--- config.mk ---
export PLATFORM = sky130hd
export DESIGN_NAME = cubic_bezier_y_for_x_core_flat
export DESIGN_NICKNAME = d
export VERILOG_FILES = /design/src/hw/rtl/cby_pkg.sv /design/src/hw/rtl/cby_if.sv /design/src/hw/rtl/cubic_bezier_y_for_x_core.sv /design/src/flat_wrapper.sv
export SDC_FILE = /design/constraint.sdc
export NUM_CORES = 2
export LEC_CHECK = 0
export ABC_AREA = 1
export BUFFER_PORTS_ARGS = -buffer_cell sky130_fd_sc_hd__buf_2
export CORE_MARGIN = 2
export CORE_UTILIZATION = 35
export CTS_BUF_LIST = sky130_fd_sc_hd__clkbuf_2 sky130_fd_sc_hd__clkbuf_4 sky130_fd_sc_hd__clkbuf_8
export DETAILED_ROUTE_END_ITERATION = 7
export SLEW_MARGIN = 20
export SYNTH_ARGS = -nofsm -noshare
export SYNTH_HDL_FRONTEND = slang
export SYNTH_SLANG_ARGS = --single-unit
--- constraint.sdc ---
create_clock -name clk_i -period 34 [get_ports clk_i]
set_input_delay 3.4 -clock clk_i [delete_from_list [all_inputs] [get_ports clk_i]]
set_output_delay 3.4 -clock clk_i [all_outputs]
set_load 0.1 [all_outputs]
--- src/hw/rtl/cby_pkg.sv ---
// Shared constants, control word type and microcode table for the Bezier y-for-x core.
// No dependencies; every other file imports this package.
package cby_pkg;

  localparam int TBits     = 24;
  localparam int XFracBits = 16;
  localparam int XW        = 32;
  localparam int YW        = 16;
  localparam int TW        = TBits + 1;
  localparam int HalvW     = $clog2(TBits + 1);
  localparam int QuoW      = XFracBits + 1;
  localparam int RemW      = XW + 1;
  localparam int DivCntW   = $clog2(XFracBits + 1);
  localparam int CfgIdxW   = 3;
  localparam int PcW       = 5;

  localparam logic [CfgIdxW-1:0] CfgAX = 3'd0;
  localparam logic [CfgIdxW-1:0] CfgAY = 3'd1;
  localparam logic [CfgIdxW-1:0] CfgBX = 3'd2;
  localparam logic [CfgIdxW-1:0] CfgBY = 3'd3;
  localparam logic [CfgIdxW-1:0] CfgCX = 3'd4;
  localparam logic [CfgIdxW-1:0] CfgCY = 3'd5;
  localparam logic [CfgIdxW-1:0] CfgDX = 3'd6;
  localparam logic [CfgIdxW-1:0] CfgDY = 3'd7;

  localparam logic [XW-1:0] ResetAX = 32'd0;
  localparam logic [YW-1:0] ResetAY = 16'd0;
  localparam logic [XW-1:0] ResetBX = 32'd0;
  localparam logic [YW-1:0] ResetBY = 16'd0;
  localparam logic [XW-1:0] ResetCX = 32'd65536;
  localparam logic [YW-1:0] ResetCY = 16'd65535;
  localparam logic [XW-1:0] ResetDX = 32'd65536;
  localparam logic [YW-1:0] ResetDY = 16'd65535;

  // sequencer operations
  localparam logic [2:0] OpNop  = 3'd0;
  localparam logic [2:0] OpWait = 3'd1;
  localparam logic [2:0] OpDiv  = 3'd2;
  localparam logic [2:0] OpChk  = 3'd3;
  localparam logic [2:0] OpEmit = 3'd4;

  // lerp operand selects
  localparam logic [3:0] SelP0 = 4'd0;
  localparam logic [3:0] SelP1 = 4'd1;
  localparam logic [3:0] SelP2 = 4'd2;
  localparam logic [3:0] SelP3 = 4'd3;
  localparam logic [3:0] SelQ0 = 4'd4;
  localparam logic [3:0] SelQ1 = 4'd5;
  localparam logic [3:0] SelQ2 = 4'd6;
  localparam logic [3:0] SelR0 = 4'd7;
  localparam logic [3:0] SelR1 = 4'd8;

  // lerp write-back destinations
  localparam logic [2:0] DstQ0  = 3'd0;
  localparam logic [2:0] DstQ1  = 3'd1;
  localparam logic [2:0] DstQ2  = 3'd2;
  localparam logic [2:0] DstR0  = 3'd3;
  localparam logic [2:0] DstR1  = 3'd4;
  localparam logic [2:0] DstRes = 3'd5;

  // program addresses
  localparam logic [PcW-1:0] PcWait  = 5'd0;
  localparam logic [PcW-1:0] PcDiv   = 5'd1;
  localparam logic [PcW-1:0] PcXEval = 5'd2;
  localparam logic [PcW-1:0] PcChk   = 5'd10;
  localparam logic [PcW-1:0] PcYEval = 5'd11;
  localparam logic [PcW-1:0] PcEmit  = 5'd19;

  typedef struct packed {
    logic [2:0]     op;
    logic           mul_en;
    logic [3:0]     sel_a;
    logic [3:0]     sel_b;
    logic           wb_en;
    logic [2:0]     dst;
    logic           coord_y;
    logic [PcW-1:0] jump;
  } ctrl_t;

  // one de Casteljau evaluation, multiply and write-back overlapped
  function automatic ctrl_t cby_eval_word(input logic [2:0] k, input logic coord_y);
    ctrl_t w;
    w         = '0;
    w.op      = OpNop;
    w.coord_y = coord_y;
    case (k)
      3'd0: begin
        w.mul_en = 1'b1; w.sel_a = SelP0; w.sel_b = SelP1;
      end
      3'd1: begin
        w.mul_en = 1'b1; w.sel_a = SelP1; w.sel_b = SelP2;
        w.wb_en  = 1'b1; w.dst   = DstQ0;
      end
      3'd2: begin
        w.mul_en = 1'b1; w.sel_a = SelP2; w.sel_b = SelP3;
        w.wb_en  = 1'b1; w.dst   = DstQ1;
      end
      3'd3: begin
        w.mul_en = 1'b1; w.sel_a = SelQ0; w.sel_b = SelQ1;
        w.wb_en  = 1'b1; w.dst   = DstQ2;
      end
      3'd4: begin
        w.mul_en = 1'b1; w.sel_a = SelQ1; w.sel_b = SelQ2;
        w.wb_en  = 1'b1; w.dst   = DstR0;
      end
      3'd5: begin
        w.wb_en = 1'b1; w.dst = DstR1;
      end
      3'd6: begin
        w.mul_en = 1'b1; w.sel_a = SelR0; w.sel_b = SelR1;
      end
      3'd7: begin
        w.wb_en = 1'b1; w.dst = DstRes;
      end
      default: w = '0;
    endcase
    return w;
  endfunction

  function automatic ctrl_t cby_uop(input logic [PcW-1:0] pc);
    ctrl_t w;
    logic [PcW-1:0] kx;
    logic [PcW-1:0] ky;
    w  = '0;
    kx = pc - PcXEval;
    ky = pc - PcYEval;
    case (pc) inside
      PcWait: w.op = OpWait;
      PcDiv: begin
        w.op   = OpDiv;
        w.jump = PcYEval;
      end
      [PcXEval:PcChk-5'd1]:  w = cby_eval_word(kx[2:0], 1'b0);
      PcChk: begin
        w.op   = OpChk;
        w.jump = PcXEval;
      end
      [PcYEval:PcEmit-5'd1]: w = cby_eval_word(ky[2:0], 1'b1);
      PcEmit: begin
        w.op   = OpEmit;
        w.jump = PcWait;
      end
      default: w.op = OpNop;
    endcase
    return w;
  endfunction

endpackage

--- src/hw/rtl/cby_if.sv ---
// Valid/ready channel interfaces: target request, result request and register writes.
// Depends on cby_pkg.
interface cby_in_if;
  import cby_pkg::*;
  logic          valid;
  logic          ready;
  logic [XW-1:0] target_x;
  modport source (output valid, output target_x, input ready);
  modport sink (input valid, input target_x, output ready);
endinterface

interface cby_out_if;
  import cby_pkg::*;
  logic          valid;
  logic          ready;
  logic [YW-1:0] curve_y;
  logic          converged;
  modport source (output valid, output curve_y, output converged, input ready);
  modport sink (input valid, input curve_y, input converged, output ready);
endinterface

interface cby_cfg_if;
  import cby_pkg::*;
  logic               valid;
  logic               ready;
  logic [CfgIdxW-1:0] index;
  logic [XW-1:0]      data;
  modport source (output valid, output index, output data, input ready);
  modport sink (input valid, input index, input data, output ready);
endinterface

--- src/hw/rtl/cubic_bezier_y_for_x_core.sv ---
// Cubic Bezier y-for-x lookup: microcoded bisection over one shared lerp multiplier.
// Sequence: accept, a 17-bit restoring divide for the tolerance, x evaluation and a bisection check
// (up to 25 checks), y evaluation, emit; when end x is below one sample, the divide jumps to y at t = 1/2.
// One request at a time, taken only in the wait step; every lerp uses the single 32x25 multiplier.
// Reset: asynchronous active low; sequencer idles, result slot empties, control points take reset values.
// Depends on cby_pkg and cby_if.
module cubic_bezier_y_for_x_core (
  input  logic             clk_i,
  input  logic             rst_ni,
  cby_in_if.sink           in_i,
  cby_out_if.source        out_o,
  cby_cfg_if.sink          cfg_i
);
  import cby_pkg::*;

  localparam logic [TW-1:0]      THalf     = TW'(1) << (TBits - 1);
  localparam logic [TW-1:0]      TOne      = TW'(1) << TBits;
  localparam logic [XW-1:0]      OneSample = XW'(1) << XFracBits;
  localparam logic [RemW-1:0]    RemInit   = RemW'(1) << XFracBits;
  localparam logic [HalvW-1:0]   HalvMax   = HalvW'(TBits);
  localparam logic [DivCntW-1:0] DivLast   = DivCntW'(XFracBits);

  logic [XW-1:0] ax_q, bx_q, cx_q, dx_q;
  logic [YW-1:0] ay_q, by_q, cy_q, dy_q;

  logic [PcW-1:0]     pc_q, pc_d;
  logic [XW-1:0]      target_q;
  logic [TW-1:0]      t_q, lo_q, hi_q;
  logic [HalvW-1:0]   halv_q;
  logic               conv_q;
  logic [RemW-1:0]    rem_q;
  logic [QuoW-1:0]    quo_q;
  logic [DivCntW-1:0] dcnt_q;
  logic [XW-1:0]      prod_q, base_q;
  logic               neg_q;
  logic [XW-1:0]      q0_q, q1_q, q2_q, r0_q, r1_q, res_q;
  logic               out_valid_q;
  logic [YW-1:0]      out_y_q;
  logic               out_conv_q;

  ctrl_t               uop;
  logic [XW-1:0]       p0, p1, p2, p3;
  logic [XW-1:0]       op_a, op_b, span;
  logic [XW+TW-1:0]    mult;
  logic [XW-1:0]       wb_val;
  logic                in_acc, slot_free, small_d;
  logic                gt, hit;
  logic [XW-1:0]       adiff;
  logic [TW-1:0]       lo_d, hi_d;
  logic [TW:0]         tsum;
  logic                rem_ge;
  logic [RemW-1:0]     rem_sub;

  assign uop = cby_uop(pc_q);

  assign cfg_i.ready = 1'b1;
  assign in_i.ready  = (uop.op == OpWait);
  assign in_acc      = in_i.valid && in_i.ready;
  assign out_o.valid     = out_valid_q;
  assign out_o.curve_y   = out_y_q;
  assign out_o.converged = out_conv_q;
  assign slot_free   = !out_valid_q || out_o.ready;
  assign small_d     = dx_q < OneSample;

  always_ff @(posedge clk_i or negedge rst_ni) begin
    if (!rst_ni) begin
      ax_q <= ResetAX; ay_q <= ResetAY;
      bx_q <= ResetBX; by_q <= ResetBY;
      cx_q <= ResetCX; cy_q <= ResetCY;
      dx_q <= ResetDX; dy_q <= ResetDY;
    end else if (cfg_i.valid && cfg_i.ready) begin
      case (cfg_i.index)
        CfgAX: ax_q <= cfg_i.data;
        CfgAY: ay_q <= cfg_i.data[YW-1:0];
        CfgBX: bx_q <= cfg_i.data;
        CfgBY: by_q <= cfg_i.data[YW-1:0];
        CfgCX: cx_q <= cfg_i.data;
        CfgCY: cy_q <= cfg_i.data[YW-1:0];
        CfgDX: dx_q <= cfg_i.data;
        CfgDY: dy_q <= cfg_i.data[YW-1:0];
        default: ;
      endcase
    end
  end

  always_comb begin
    p0 = uop.coord_y ? XW'(ay_q) : ax_q;
    p1 = uop.coord_y ? XW'(by_q) : bx_q;
    p2 = uop.coord_y ? XW'(cy_q) : cx_q;
    p3 = uop.coord_y ? XW'(dy_q) : dx_q;
  end

  always_comb begin
    case (uop.sel_a)
      SelP0:   op_a = p0;
      SelP1:   op_a = p1;
      SelP2:   op_a = p2;
      SelQ0:   op_a = q0_q;
      SelQ1:   op_a = q1_q;
      SelR0:   op_a = r0_q;
      default: op_a = '0;
    endcase
    case (uop.sel_b)
      SelP1:   op_b = p1;
      SelP2:   op_b = p2;
      SelP3:   op_b = p3;
      SelQ1:   op_b = q1_q;
      SelQ2:   op_b = q2_q;
      SelR1:   op_b = r1_q;
      default: op_b = '0;
    endcase
  end

  assign span   = (op_b >= op_a) ? (op_b - op_a) : (op_a - op_b);
  assign mult   = XW'(span) * TW'(t_q) + (XW + TW)'(0);
  assign wb_val = neg_q ? (base_q - prod_q) : (base_q + prod_q);

  always_ff @(posedge clk_i) begin
    if (uop.mul_en) begin
      prod_q <= mult[TBits +: XW];
      base_q <= op_a;
      neg_q  <= op_b < op_a;
    end
    if (uop.wb_en) begin
      case (uop.dst)
        DstQ0:   q0_q  <= wb_val;
        DstQ1:   q1_q  <= wb_val;
        DstQ2:   q2_q  <= wb_val;
        DstR0:   r0_q  <= wb_val;
        DstR1:   r1_q  <= wb_val;
        DstRes:  res_q <= wb_val;
        default: ;
      endcase
    end
  end

  // restoring divider for the tolerance, one quotient bit a step
  assign rem_ge  = rem_q >= {1'b0, dx_q};
  assign rem_sub = rem_ge ? (rem_q - {1'b0, dx_q}) : rem_q;

  // bisection decision
  assign gt    = target_q > res_q;
  assign adiff = gt ? (target_q - res_q) : (res_q - target_q);
  assign hit   = adiff <= XW'(quo_q);
  assign lo_d  = gt ? t_q : lo_q;
  assign hi_d  = gt ? hi_q : t_q;
  assign tsum  = {1'b0, lo_d} + {1'b0, hi_d};

  always_comb begin
    pc_d = pc_q;
    case (uop.op)
      OpWait:  if (in_acc) pc_d = pc_q + 1'b1;
      OpDiv: begin
        if (small_d) pc_d = uop.jump;
        else if (dcnt_q == DivLast) pc_d = pc_q + 1'b1;
      end
      OpChk: begin
        if (hit || (halv_q == HalvMax)) pc_d = pc_q + 1'b1;
        else pc_d = uop.jump;
      end
      OpEmit:  if (slot_free) pc_d = uop.jump;
      default: pc_d = pc_q + 1'b1;
    endcase
  end

  always_ff @(posedge clk_i or negedge rst_ni) begin
    if (!rst_ni) begin
      pc_q        <= PcWait;
      out_valid_q <= 1'b0;
    end else begin
      pc_q <= pc_d;
      if ((uop.op == OpEmit) && slot_free) begin
        out_valid_q <= 1'b1;
      end else if (out_o.ready) begin
        out_valid_q <= 1'b0;
      end
    end
  end

  always_ff @(posedge clk_i) begin
    case (uop.op)
      OpWait: begin
        if (in_acc) begin
          target_q <= in_i.target_x;
          t_q      <= THalf;
          lo_q     <= '0;
          hi_q     <= TOne;
          halv_q   <= '0;
          rem_q    <= RemInit;
          quo_q    <= '0;
          dcnt_q   <= '0;
        end
      end
      OpDiv: begin
        if (small_d) begin
          conv_q <= 1'b1;
        end else begin
          quo_q  <= {quo_q[QuoW-2:0], rem_ge};
          rem_q  <= {rem_sub[RemW-2:0], 1'b0};
          dcnt_q <= dcnt_q + 1'b1;
        end
      end
      OpChk: begin
        if (hit) begin
          conv_q <= 1'b1;
        end else if (halv_q == HalvMax) begin
          conv_q <= 1'b0;
        end else begin
          lo_q   <= lo_d;
          hi_q   <= hi_d;
          t_q    <= tsum[TW:1];
          halv_q <= halv_q + 1'b1;
        end
      end
      OpEmit: begin
        if (slot_free) begin
          out_y_q    <= res_q[YW-1:0];
          out_conv_q <= conv_q;
        end
      end
      default: ;
    endcase
  end

  a_halv_cap: assert property (@(posedge clk_i) disable iff (!rst_ni)
    (pc_q == PcChk) |-> (halv_q <= HalvMax))
    else $error("halving count beyond cap");

  a_t_bracket: assert property (@(posedge clk_i) disable iff (!rst_ni)
    (pc_q == PcChk) |-> ((t_q >= lo_q) && (t_q <= hi_q)))
    else $error("bisection point outside its bounds");

  a_accept_div: assert property (@(posedge clk_i) disable iff (!rst_ni)
    (in_i.valid && in_i.ready) |=> (pc_q == PcDiv))
    else $error("accepted request did not start the divider");

  a_emit_src: assert property (@(posedge clk_i) disable iff (!rst_ni)
    $rose(out_valid_q) |-> $past(pc_q == PcEmit))
    else $error("result raised outside the emit step");

endmodule

--- src/flat_wrapper.sv ---
// flat-port wrapper written by rule: the top's interface ports become plain ports
module cubic_bezier_y_for_x_core_flat import cby_pkg::*;
  (clk_i, rst_ni, in_i_valid, in_i_target_x, in_i_ready, out_o_valid, out_o_curve_y, out_o_converged, out_o_ready, cfg_i_valid, cfg_i_index, cfg_i_data, cfg_i_ready);
  cby_in_if in_i_i ();
  cby_out_if out_o_i ();
  cby_cfg_if cfg_i_i ();
  input  logic clk_i;
  input  logic rst_ni;
  input wire logic [$bits(in_i_i.valid)-1:0] in_i_valid;
  input wire logic [$bits(in_i_i.target_x)-1:0] in_i_target_x;
  output wire logic [$bits(in_i_i.ready)-1:0] in_i_ready;
  output wire logic [$bits(out_o_i.valid)-1:0] out_o_valid;
  output wire logic [$bits(out_o_i.curve_y)-1:0] out_o_curve_y;
  output wire logic [$bits(out_o_i.converged)-1:0] out_o_converged;
  input wire logic [$bits(out_o_i.ready)-1:0] out_o_ready;
  input wire logic [$bits(cfg_i_i.valid)-1:0] cfg_i_valid;
  input wire logic [$bits(cfg_i_i.index)-1:0] cfg_i_index;
  input wire logic [$bits(cfg_i_i.data)-1:0] cfg_i_data;
  output wire logic [$bits(cfg_i_i.ready)-1:0] cfg_i_ready;
  assign in_i_i.valid = in_i_valid;
  assign in_i_i.target_x = in_i_target_x;
  assign in_i_ready = in_i_i.ready;
  assign out_o_valid = out_o_i.valid;
  assign out_o_curve_y = out_o_i.curve_y;
  assign out_o_converged = out_o_i.converged;
  assign out_o_i.ready = out_o_ready;
  assign cfg_i_i.valid = cfg_i_valid;
  assign cfg_i_i.index = cfg_i_index;
  assign cfg_i_i.data = cfg_i_data;
  assign cfg_i_ready = cfg_i_i.ready;
  cubic_bezier_y_for_x_core u_core (.clk_i(clk_i), .rst_ni(rst_ni), .in_i(in_i_i), .out_o(out_o_i), .cfg_i(cfg_i_i));
endmodule
==> impl_metrics.yaml <==
run_status:
  outcome: "finished with violations"
  violations: "design-rule violations"
cts:
  cts_tree: "done"
  cts_root_buf: "clkbuf_8"
  cts.sinks: 639
  clk_latency_ns: 0.88
  clk_pin_slew_ns: 0.06
  post_cts_resized: 0
  clk_path_buf_depth: 3
  post_cts_buffers: 0
  hold_buffers: 0
  numCtsBuffers: 112
  htreeDepth: 3
floorplanning:
  core_area_um2: 188000
  die_h_um: 440
  num_rows: 159
  die_w_um: 440
  fp.dieArea_um2: 193000
  ioPinCount: 92
  floorplan.initialDensity_pct: 35.3
layout:
  design_area_um2: 72000
  fillers: 19700
  layout.nets: 9516
  multi_input_area_um2: 40700
  final_core_util_pct: 38.2
  synthToLayoutAreaGrowth_pct: 8.38
  drive_gt1_share_pct: 6.54
  seqCellArea_um2: 18200
critical_path:
  cp_slowest_cell: "inv_1"
  max_stage_delay_ns: 0.85
  critical_path_required_ns: 34.59
  rrSetupSlack_ns: 18.20
  start_kind: "flop"
  r2r_end: "u_core.prod_q[7]"
  startpoint: "u_core.pc_q[1]"
  r2r_start: "u_core.pc_q[1]"
  path_max_fanout: 54
  path_class: "flop to flop"
  worstSetupEndpointType: "flop"
  arrival_ns: 16.39
  reg2reg_depth: 55
placed_design:
  placed_area_um2: 69500
  gp_congestion: 0.997
  port_buffers: 90
  dp_hpwl_um: 189000
timing:
  max_freq_mhz: 63.3
  period_share_pct: 46.5
  final.setup_skew_ns: 0.0743
  hold_viol: 0
  fin_crit_ns: 15.80
  rsz0062_at_grt: "no"
  worst_pin_slew_ns: 1.20
  max_slew_margin_pct: 19.8
  setup_violations: 0
  fin_setup_tns_ns: 0
  drv_slew: 0
logic_synthesis:
  yosysSeqAreaShare_pct: 27.5
  ys_top_cells_by_count: "nand2_1, inv_1, nor2_1"
  async_flop_share_pct: 31.0
  synth_ff_type: "edfxtp_1"
  synth_top_area_share_pct: 20.9
  yosysWarnings: 0
  synth_cells: 8322
  synth_enable_flop_cells: 441
  syn_area_um2: 66400
  ys_types: 74
  synth_area_leaders: "fa_1, edfxtp_1, nand2_1"
  yosysTopAreaCell: "fa_1"
  synth.net_count: 9515
  synth-seq-cells: 639
  synthMostInstantiatedCell: "nand2_1"
  syn_area_per_cell_um2: 7.98
run:
  drv_cap: 0
global_route:
  grt_pass1_vias: 56900
  overflow: 0
  grt_pass1_wl_um: 359000
  grt_max_degree: 123
  antenna_found_initial: 15
  grt_usage_pct: 24.8
routing:
  wl_per_cell_um: 22.0
  vias_per_cell: 5.16
  dr.pass1.iters: 8
  drtIter0Drc: 5146
  num_vias: 56300
  drcViolationCount: 1
  wirelength_um: 240000
  ant_nets: 0
min_path:
  holdPathEnd: "u_core.out_o.converged"
  min_path_cells: 0
  hold_path_class: "flop to flop"
  hp-start: "u_core.conv_q"
==> stage by stage <==
step                instances  setup WS, ns  hold slack [ns]
floorplan                8322         22.64            0.400
global placement        10700         18.55            0.403
detailed placement      10700         18.45            0.407
CTS                     10900         18.38            0.421
global route            10900         17.22            0.423
finish                  10900         18.20            0.419
==> critical path, delay by kind of cell, from the launching register on <==
| kind | cells | cell delay (ns) |
|---|---|---|
| buffers and inverters | 17 | 3.51 |
| flip-flops | 1 | 0.48 |
| AND/OR/NAND/NOR | 23 | 5.36 |
| adder cells (fa/ha/maj) | 10 | 4.83 |
| XOR/XNOR | 1 | 0.37 |
| AO/OA/AOI/OAI | 4 | 0.90 |
==> per-layer routing <==
| metal | GRT usage (%) | vias to the layer above | wire length (um) |
|---|---|---|---|
| met1 | 33.5 | 27800 | 103000 |
| met4 | 10.7 | 10 | 11100 |
| met3 | 4.68 | 465 | 19100 |
| met5 | 0 | - | 69 |
| met2 | 38.7 | 2178 | 107000 |
| li1 | - | 25800 | - |
==> layout by cell type, fill, tap and decap left out, types with 41 or more instances in the layout <==
master    synthesis  layout
nand2_1        1891    1886
inv_1          1653    1653
nor2_1          863     855
fa_1            692     692
o21ai_0         470     468
edfxtp_1        441     441
ha_1            429     429
a21oi_1         425     425
nand3_1         218     218
dfrtp_1         164     164
xor2_1          135     133
clkbuf_8          0     124
buf_2            55      89
buf_4             9      78
nor3_1           65      64
xnor2_1          64      64
nand4_1          52      52
o211ai_1         41      41
==> worst max-delay path by stage <==
stage / depth (start not counted) / endpoint
2_1_floorplan: 59 / u_core.prod_q[27]
3_3_place_gp: 55 / u_core.prod_q[7]
3_5_place_dp: 55 / u_core.prod_q[7]
4_1_cts: 55 / u_core.prod_q[7]
5_1_grt: 55 / u_core.prod_q[7]
6_report: 55 / u_core.prod_q[7]
==> kinds of logic (layout without fill, tap and decap cells) <==
group	count (synthesis)	in the layout	share of synthesized area (%)
AO/OA/AOI/OAI	1142	1142	9.54
AND/OR/NAND/NOR	3231	3231	19.9
other	1	8	0.00565
flip-flops	639	639	27.5
multiplexers	3	3	0.0452
XOR/XNOR	199	199	2.63
adder cells (fa/ha/maj)	1121	1121	29.0
buffers and inverters	1986	2079	11.4
==> layout make-up <==
class	instances	area share [%]
repair buffers	171	1.54
diodes	7	0.0243
multi-input cells	5697	56.5
clock buffers	161	2.75
well taps	2495	4.34
flip-flops and latches	639	25.3
inverters	1702	8.89
clock inverters	45	0.576
Power is left out: the tool's default activity adds up to more than one toggle a clock period on the data nets, which glitch-free logic cannot reach.
